$ cat src/design/u8u16_pkg.sv
// shared types and constants of the utf-8 to utf-16 transcoder
package u8u16_pkg;

	localparam int unsigned CmdqDepth = 4;
	localparam int unsigned CmdqPtrW  = $clog2(CmdqDepth);
	localparam int unsigned CmdqCntW  = $clog2(CmdqDepth + 1);

	localparam logic [20:0] MaxCodePoint  = 21'h10ffff;
	localparam logic [20:0] SurrogateLo   = 21'h00d800;
	localparam logic [20:0] SurrogateHi   = 21'h00dfff;
	localparam logic [20:0] SupplBase     = 21'h010000;
	localparam logic [20:0] MinTwoByte    = 21'h000080;
	localparam logic [20:0] MinThreeByte  = 21'h000800;
	localparam logic [20:0] MinFourByte   = 21'h010000;
	localparam logic [15:0] HighSurrBase  = 16'hd800;
	localparam logic [15:0] LowSurrBase   = 16'hdc00;
	localparam logic [15:0] BmpMax        = 16'hffff;
	localparam logic [9:0]  TenBitMask    = 10'h3ff;

	localparam logic [7:0] LeadMask2 = 8'he0;
	localparam logic [7:0] LeadMask3 = 8'hf0;
	localparam logic [7:0] LeadMask4 = 8'hf8;
	localparam logic [7:0] LeadPat2  = 8'hc0;
	localparam logic [7:0] LeadPat3  = 8'he0;
	localparam logic [7:0] LeadPat4  = 8'hf0;
	localparam logic [7:0] ContMask  = 8'hc0;
	localparam logic [7:0] ContPat   = 8'h80;
	localparam logic [7:0] AsciiMax  = 8'h7f;
	localparam logic [5:0] ContBits  = 6'h3f;

	localparam logic [2:0] SeqLen2 = 3'd2;
	localparam logic [2:0] SeqLen3 = 3'd3;
	localparam logic [2:0] SeqLen4 = 3'd4;

	typedef enum logic [1:0] {
		CMD_UNIT,
		CMD_PAIR,
		CMD_STATUS
	} cmd_kind_t;

	// one queued job for the back end
	typedef struct packed {
		cmd_kind_t   kind;
		logic [20:0] scalar;
		logic        last;
	} cmd_t;

endpackage

$ cat src/design/utf8_to_utf16_transcoder_core.sv
// top level of the utf-8 to utf-16 transcoder with validation
//
//  channel   | direction | handshake    | payload
//  ----------+-----------+--------------+--------------------------------------------
//  byte in   | input     | push / full  | data_byte[7:0], end_of_string
//  result    | output    | empty / pop  | code_unit[15:0], unit_valid, decode_error, last
//
// one byte is taken per cycle while the command queue has room; the decoder
// state (pending continuation count, partial code point) is updated in that cycle
// a byte's result passes through a queue entry and then the output register
// before it can be popped (queue write, then output register load)
// a surrogate pair occupies the output register for two transfers, so the
// sustained rate is one byte per cycle; a reader that pops more slowly than
// results are made backs up into the queue and raises full
// arst_n clears the decoder state, the queue pointers and the output valid flag
// full depends only on queue occupancy; pop stalls drain through the output register
module utf8_to_utf16_transcoder_core
	import u8u16_pkg::*;
(
	input  logic        clk,
	input  logic        arst_n,
	input  logic        push,
	output logic        full,
	input  logic [7:0]  data_byte,
	input  logic        end_of_string,
	output logic        empty,
	input  logic        pop,
	output logic [15:0] code_unit,
	output logic        unit_valid,
	output logic        decode_error,
	output logic        last
);

	logic accept;
	logic cmd_wr;
	cmd_t cmd_in;
	logic q_full;
	logic cmd_take;
	logic cmd_avail;
	cmd_t cmd_out;

	// byte transfer happens whenever the queue can absorb a possible command
	assign full   = q_full;
	assign accept = push && !q_full;

	// front end: sequence collection, range and surrogate checks, error tracking
	u8u16_front u_front (
		.clk           (clk),
		.arst_n        (arst_n),
		.accept        (accept),
		.data_byte     (data_byte),
		.end_of_string (end_of_string),
		.cmd_valid     (cmd_wr),
		.cmd           (cmd_in)
	);

	// decouples decoding from unit output so either side can stall
	u8u16_cmdq u_cmdq (
		.clk      (clk),
		.arst_n   (arst_n),
		.wr_en    (cmd_wr && accept),
		.wr_cmd   (cmd_in),
		.full     (q_full),
		.rd_en    (cmd_take),
		.rd_avail (cmd_avail),
		.rd_cmd   (cmd_out)
	);

	// back end: utf-16 encoding and result transfer
	u8u16_back u_back (
		.clk          (clk),
		.arst_n       (arst_n),
		.cmd_avail    (cmd_avail),
		.cmd          (cmd_out),
		.cmd_take     (cmd_take),
		.empty        (empty),
		.pop          (pop),
		.code_unit    (code_unit),
		.unit_valid   (unit_valid),
		.decode_error (decode_error),
		.last         (last)
	);

endmodule

$ cat src/design/u8u16_front.sv
// byte decoder: collects utf-8 sequences, validates them, issues commands
module u8u16_front
	import u8u16_pkg::*;
(
	input  logic       clk,
	input  logic       arst_n,
	input  logic       accept,
	input  logic [7:0] data_byte,
	input  logic       end_of_string,
	output logic       cmd_valid,
	output cmd_t       cmd
);

	logic [1:0]  rem_q;
	logic [20:0] cp_q;
	logic [2:0]  len_q;
	logic        err_q;

	logic [1:0]  rem_n;
	logic [20:0] cp_n;
	logic [2:0]  len_n;
	logic        err_n;
	logic        complete;
	logic [20:0] cp_done;
	logic [20:0] min_cp;

	always_comb begin
		case (len_q)
			SeqLen2: min_cp = MinTwoByte;
			SeqLen3: min_cp = MinThreeByte;
			SeqLen4: min_cp = MinFourByte;
			default: min_cp = '0;
		endcase
	end

	always_comb begin
		rem_n    = rem_q;
		cp_n     = cp_q;
		len_n    = len_q;
		err_n    = err_q;
		complete = 1'b0;
		cp_done  = cp_q;
		if (!err_q) begin
			if (rem_q == 2'd0) begin
				if (data_byte <= AsciiMax) begin
					cp_done  = {13'd0, data_byte};
					complete = 1'b1;
				end else if ((data_byte & LeadMask2) == LeadPat2) begin
					cp_n  = {16'd0, data_byte[4:0]};
					len_n = SeqLen2;
					rem_n = 2'd1;
				end else if ((data_byte & LeadMask3) == LeadPat3) begin
					cp_n  = {17'd0, data_byte[3:0]};
					len_n = SeqLen3;
					rem_n = 2'd2;
				end else if ((data_byte & LeadMask4) == LeadPat4) begin
					cp_n  = {18'd0, data_byte[2:0]};
					len_n = SeqLen4;
					rem_n = 2'd3;
				end else begin
					err_n = 1'b1;
				end
			end else if ((data_byte & ContMask) != ContPat) begin
				err_n = 1'b1;
			end else begin
				cp_n  = {cp_q[14:0], data_byte[5:0] & ContBits};
				rem_n = rem_q - 2'd1;
				if (rem_n == 2'd0) begin
					cp_done = cp_n;
					if (cp_n < min_cp || cp_n > MaxCodePoint ||
						(cp_n >= SurrogateLo && cp_n <= SurrogateHi)) begin
						err_n = 1'b1;
					end else begin
						complete = 1'b1;
					end
					cp_n  = '0;
					len_n = '0;
				end
			end
		end
		// string cut off inside a sequence
		if (end_of_string && rem_n != 2'd0) begin
			err_n = 1'b1;
		end
	end

	always_comb begin
		cmd_valid   = 1'b0;
		cmd.kind    = CMD_UNIT;
		cmd.scalar  = cp_done;
		cmd.last    = end_of_string;
		if (end_of_string && err_n) begin
			cmd_valid = 1'b1;
			cmd.kind  = CMD_STATUS;
		end else if (complete) begin
			cmd_valid = 1'b1;
			cmd.kind  = (cp_done > {5'd0, BmpMax}) ? CMD_PAIR : CMD_UNIT;
		end
	end

	always_ff @(posedge clk or negedge arst_n) begin
		if (!arst_n) begin
			rem_q <= '0;
			cp_q  <= '0;
			len_q <= '0;
			err_q <= 1'b0;
		end else if (accept) begin
			if (end_of_string) begin
				rem_q <= '0;
				cp_q  <= '0;
				len_q <= '0;
				err_q <= 1'b0;
			end else begin
				rem_q <= rem_n;
				cp_q  <= complete ? '0 : cp_n;
				len_q <= complete ? '0 : len_n;
				err_q <= err_n;
			end
		end
	end

endmodule

$ cat src/design/u8u16_cmdq.sv
// short command queue between decoder and unit generator
module u8u16_cmdq
	import u8u16_pkg::*;
(
	input  logic clk,
	input  logic arst_n,
	input  logic wr_en,
	input  cmd_t wr_cmd,
	output logic full,
	input  logic rd_en,
	output logic rd_avail,
	output cmd_t rd_cmd
);

	cmd_t                entry_q [CmdqDepth];
	logic [CmdqPtrW-1:0] wr_ptr_q;
	logic [CmdqPtrW-1:0] rd_ptr_q;
	logic [CmdqCntW-1:0] count_q;

	logic do_wr;
	logic do_rd;

	assign full     = (count_q == CmdqCntW'(CmdqDepth));
	assign rd_avail = (count_q != '0);
	assign rd_cmd   = entry_q[rd_ptr_q];
	assign do_wr    = wr_en && !full;
	assign do_rd    = rd_en && rd_avail;

	function automatic logic [CmdqPtrW-1:0] ptr_inc(input logic [CmdqPtrW-1:0] p);
		ptr_inc = (p == CmdqPtrW'(CmdqDepth - 1)) ? '0 : p + 1'b1;
	endfunction

	always_ff @(posedge clk) begin
		if (do_wr) begin
			entry_q[wr_ptr_q] <= wr_cmd;
		end
	end

	always_ff @(posedge clk or negedge arst_n) begin
		if (!arst_n) begin
			wr_ptr_q <= '0;
			rd_ptr_q <= '0;
			count_q  <= '0;
		end else begin
			if (do_wr) begin
				wr_ptr_q <= ptr_inc(wr_ptr_q);
			end
			if (do_rd) begin
				rd_ptr_q <= ptr_inc(rd_ptr_q);
			end
			if (do_wr && !do_rd) begin
				count_q <= count_q + 1'b1;
			end else if (do_rd && !do_wr) begin
				count_q <= count_q - 1'b1;
			end
		end
	end

endmodule

$ cat src/design/u8u16_back.sv
// unit generator: turns commands into utf-16 results, splits surrogate pairs
module u8u16_back
	import u8u16_pkg::*;
(
	input  logic        clk,
	input  logic        arst_n,
	input  logic        cmd_avail,
	input  cmd_t        cmd,
	output logic        cmd_take,
	output logic        empty,
	input  logic        pop,
	output logic [15:0] code_unit,
	output logic        unit_valid,
	output logic        decode_error,
	output logic        last
);

	logic        out_valid_q;
	logic [15:0] code_q;
	logic        uv_q;
	logic        err_q;
	logic        last_q;
	logic        pend_q;
	logic [15:0] pend_code_q;
	logic        pend_last_q;

	logic        can_load;
	logic [20:0] v_full;
	logic [15:0] hi_unit;
	logic [15:0] lo_unit;

	assign can_load = !out_valid_q || pop;
	assign cmd_take = can_load && !pend_q && cmd_avail;

	assign v_full  = cmd.scalar - SupplBase;
	assign hi_unit = HighSurrBase + {6'd0, v_full[19:10]};
	assign lo_unit = LowSurrBase + {6'd0, v_full[9:0] & TenBitMask};

	always_ff @(posedge clk or negedge arst_n) begin
		if (!arst_n) begin
			out_valid_q <= 1'b0;
			pend_q      <= 1'b0;
		end else if (can_load) begin
			if (pend_q) begin
				out_valid_q <= 1'b1;
				pend_q      <= 1'b0;
			end else if (cmd_avail) begin
				out_valid_q <= 1'b1;
				pend_q      <= (cmd.kind == CMD_PAIR);
			end else begin
				out_valid_q <= 1'b0;
			end
		end
	end

	always_ff @(posedge clk) begin
		if (can_load) begin
			if (pend_q) begin
				code_q <= pend_code_q;
				uv_q   <= 1'b1;
				err_q  <= 1'b0;
				last_q <= pend_last_q;
			end else if (cmd_avail) begin
				case (cmd.kind)
					CMD_UNIT: begin
						code_q <= cmd.scalar[15:0];
						uv_q   <= 1'b1;
						err_q  <= 1'b0;
						last_q <= cmd.last;
					end
					CMD_PAIR: begin
						code_q      <= hi_unit;
						uv_q        <= 1'b1;
						err_q       <= 1'b0;
						last_q      <= 1'b0;
						pend_code_q <= lo_unit;
						pend_last_q <= cmd.last;
					end
					default: begin
						code_q <= '0;
						uv_q   <= 1'b0;
						err_q  <= 1'b1;
						last_q <= 1'b1;
					end
				endcase
			end
		end
	end

	assign empty        = !out_valid_q;
	assign code_unit    = code_q;
	assign unit_valid   = uv_q;
	assign decode_error = err_q;
	assign last         = last_q;

endmodule
$ cat config.mk
export PLATFORM = sky130hd
export DESIGN_NAME = utf8_to_utf16_transcoder_core
export DESIGN_NICKNAME = d
export VERILOG_FILES = /design/src/design/u8u16_pkg.sv /design/src/design/utf8_to_utf16_transcoder_core.sv /design/src/design/u8u16_front.sv /design/src/design/u8u16_cmdq.sv /design/src/design/u8u16_back.sv
export SDC_FILE = /design/constraint.sdc
export NUM_CORES = 1
export LEC_CHECK = 0
export ABC_AREA = 1
export BUFFER_PORTS_ARGS = -buffer_cell sky130_fd_sc_hd__buf_2
export CAP_MARGIN = 40
export CORE_ASPECT_RATIO = 1.4
export CORE_MARGIN = 2
export CORE_UTILIZATION = 40
export DETAILED_ROUTE_END_ITERATION = 12
export PLACE_DENSITY = 0.52
export RECOVER_POWER = 100
export SLEW_MARGIN = 25
export SYNTH_ARGS = -nofsm -noshare
export SYNTH_HDL_FRONTEND = slang
export SYNTH_SLANG_ARGS = --single-unit
$ cat constraint.sdc
create_clock -name clk -period 4 [get_ports clk]
set_input_delay 0.2 -clock clk [delete_from_list [all_inputs] [get_ports clk]]
set_output_delay 0.2 -clock clk [all_outputs]
set_load 0.05 [all_outputs]
==> reports/metrics.yaml <==
power:
  p_int_w: 0.004010
  power_frac_comb_pct: 38.6
  p_leak_nw: 3.079
  switching_share_pct: 40.88
  p_total_w: 0.006783
  clock_power_share_pct: 24.0
  ir_drop_uv: 295.3
  p_switching_w: 0.002773
  power.density_mw_per_mm2: 851.9
  p_seq_share_pct: 37.3
yosys:
  synthCells: 661
  synth_edf_count: 122
  synth_cell_types: 40
  synth_area_mm2: 0.007035
  ys_seq_area_share_pct: 64.88
  ys_ff_latch: 158
  postSynthAreaPerCell_um2: 10.64
  synthArstFlopShare_pct: 22.78
  yosys_most_used_dff: "edfxtp_1"
  syn_nets: 686
  synth_warnings: 0
setup_path:
  r2r-start: "u_cmdq.rd_ptr_q[1]"
  path_delay_family: "buffers and inverters"
  r2r_end: "u_back.pend_code_q[6]"
  slowest_stage: "inv_1"
  worstPathArrival_ns: 3.63
  cp_num_cells: 9
  r2r_slack_ns: 0.46
  path_cells: "clkbuf_1, inv_1, nand3_1, nand2_1, inv_1, nor2_1, inv_1, nor2_1, clkbuf_2"
  path_buf_inv: 5
  worstSetupStartpointType: "flip-flop"
  worstPathRequired_ns: 4.09
  r2r_cells: 9
  path_class: "flip-flop to flip-flop"
  crit_fanout: 22
  critical_path.max_stage_delay_ns: 0.60
  worst_setup_path_end_kind: "flip-flop"
  crit_top_cell: "inv_1"
  critPathCapture: "u_back.pend_code_q[6]"
  startpoint: "u_cmdq.rd_ptr_q[1]"
sta:
  setup_viol_count_final: 0
  hold_viol: 0
  finalClockSkew_ns: 0.01017
  period_share_pct: 88.52
  clock.fmax_ghz: 0.2824
  slew_headroom_pct: 3.014
  period_needed_ns: 3.541
  slew_violations: 0
  rsz0062_at_grt: "false"
  setup_tns_ns: 0
  worst_pin_slew_ns: 1.455
cts:
  cts_tree: "built"
  cts_resized: 0
  path_clk_slew_ns: 0.06
  worstSkewPairLatency_ns: 0.42
  cts-buffers-inserted: 17
  cts.sinks: 158
  cts_max_path_buffers: 2
  post_cts_buffers: 0
  htreeDepth: 4
  ctsRootBufferMaster: "clkbuf_16"
drt:
  via_per_inst: 5.101
  detail_route.iter0.violations: 315
  wl_per_cell_um: 16.94
  first_pass_iters: 6
  vias: 4846
  wirelength_mm: 16.09
  drc_errors: 0
  route.antenna.remaining_nets: 0
finish:
  multiInputGateArea_mm2: 0.002027
  diodes: 0
  layout_common_cells: "edfxtp_1, nand2_1, o21ai_0"
  final_util_pct: 45.95
  nFillCells: 1634
  area_growth_syn_to_layout_pct: 13.18
  layout_commonest_cell: "edfxtp_1"
  ff_latch_area_mm2: 0.004564
  fin_nets: 726
  drive_above_1_share_pct: 8.543
floorplanning:
  coreArea_mm2: 0.01733
  die_w_um: 116.1
  ioPinCount: 34
  die_h_um: 160.9
  row_count: 57
  initial_core_util_pct: 40.60
  die-area_mm2: 0.01868
outcome:
  status: "complete, no violations"
placed_design:
  hpwlAfterDp_mm: 11.13
  portBuffers: 33
  gp_congestion: 0.8332
grt:
  grt_overflow: 0
  antenna_found_initial: 0
  grt_pass1_wl_mm: 25.45
  track_usage_pct: 18.18
  grt_max_degree: 49
  grt_pass1_vias: 4859
flow_run:
  cap_violations: 0
min_path:
  min_path_type: "primary input to flip-flop"
[timing repair]
action / CTS / global route
setup endpoints to repair: 0 / 0
hold buffers: 1 / 0
hold endpoints to repair: 36 / 0
[metal layers]
metal | GRT usage, % | wire length (um) | vias up | part of all wire, %
met1 | 21.27 | 6572 | 2346 | 41
met3 | 3.434 | 536 | 18 | 3.3
met4 | 5.898 | 229 | 0 | 1.4
met5 | 0 | 0 | - | 0
met2 | 33.07 | 8749 | 104 | 54
li1 | - | - | 2378 | -
[how the worst min path moves through the flow]
| stage | startpoint | to | slack (ns) | depth (start not counted) |
|---|---|---|---|---|
| 4_1_cts | data_byte[0] | u_front.cp_q[0] | 0.05 | 3 |
| 3_3_place_gp | arst_n | u_front.rem_q[0] | 0.36 | 1 |
| 5_1_grt | data_byte[1] | u_front.cp_q[1] | 0.07 | 3 |
| 3_5_place_dp | arst_n | u_front.rem_q[0] | 0.12 | 1 |
| 6_report | data_byte[0] | u_front.cp_q[0] | 0.05 | 3 |
| 2_1_floorplan | arst_n | u_back.out_valid_q | -0.1 | 0 |
[registers in the layout, summed over array words and instances (netlist names), 2 cells and up]
register and count:
u_back.code_unit 16, u_back.pend_code_q 10, u_cmdq.count_q 3, u_cmdq.entry_q 92, u_cmdq.rd_ptr_q 2, u_cmdq.wr_ptr_q 2
u_front.cp_q 21, u_front.len_q 3, u_front.rem_q 2
[synth_stat cells, drive strengths merged (7+ instances only)]
library cell	number	area, um^2
edfxtp	122	3664
nand2	118	473.0
nor2	81	316.5
o21ai	80	400.4
inv	68	255.3
dfrtp	36	900.9
nand3	34	170.2
o22ai	29	181.4
a21oi	18	101.4
buf	17	118.9
ha	11	137.6
clkbuf	10	37.54
a31oi	7	43.79
[area by class of cell]
class	count	area share [%]
Clock buffer	18	5.390
Sequential cell	158	57.32
Tap cell	236	3.708
Multi-Input combinational cell	407	25.46
Clock inverter	14	2.106
Inverter	69	3.253
Timing Repair Buffer	48	2.766
[kinds of logic after synthesis]
logic type	Yosys count	synth area share, %
AO/OA/AOI/OAI	149	12.15
AND/OR/NAND/NOR	243	14.42
multiplexers	1	0.1600
flip-flops	158	64.88
buffers and inverters	96	5.904
adder cells (fa/ha/maj)	12	2.241
XOR/XNOR	2	0.2490
[power by group through the flow]
stage	registers, W	logic [W]	clock network (W)
6_report	0.00253	0.00262	0.00163
5_1_grt	0.00258	0.00295	0.00173
4_1_cts	0.00253	0.00278	0.00166
3_5_place_dp	0.00256	0.00277	0
3_3_place_gp	0.00255	0.00273	0
2_1_floorplan	0.00289	0.00168	0
[tightest hold or removal path, stage by stage]
cell and delay (ns):
buf_2 0.10, nand3_1 0.06, o21ai_0 0.06
[metrics by stage]
stage	cells	setup WS [ns]	area [um^2]	hold WS, ns
final	950	0.4593	7963	0.05383
after global routing	950	0.1722	7963	0.07133
after CTS	950	0.6661	8074	0.04592
after detailed placement	917	0.6362	7467	0.1216
after global placement	916	0.7685	7447	0.3610
after floorplan	661	0.9726	7036	-0.09559
(Power assumes the default switching activity.)
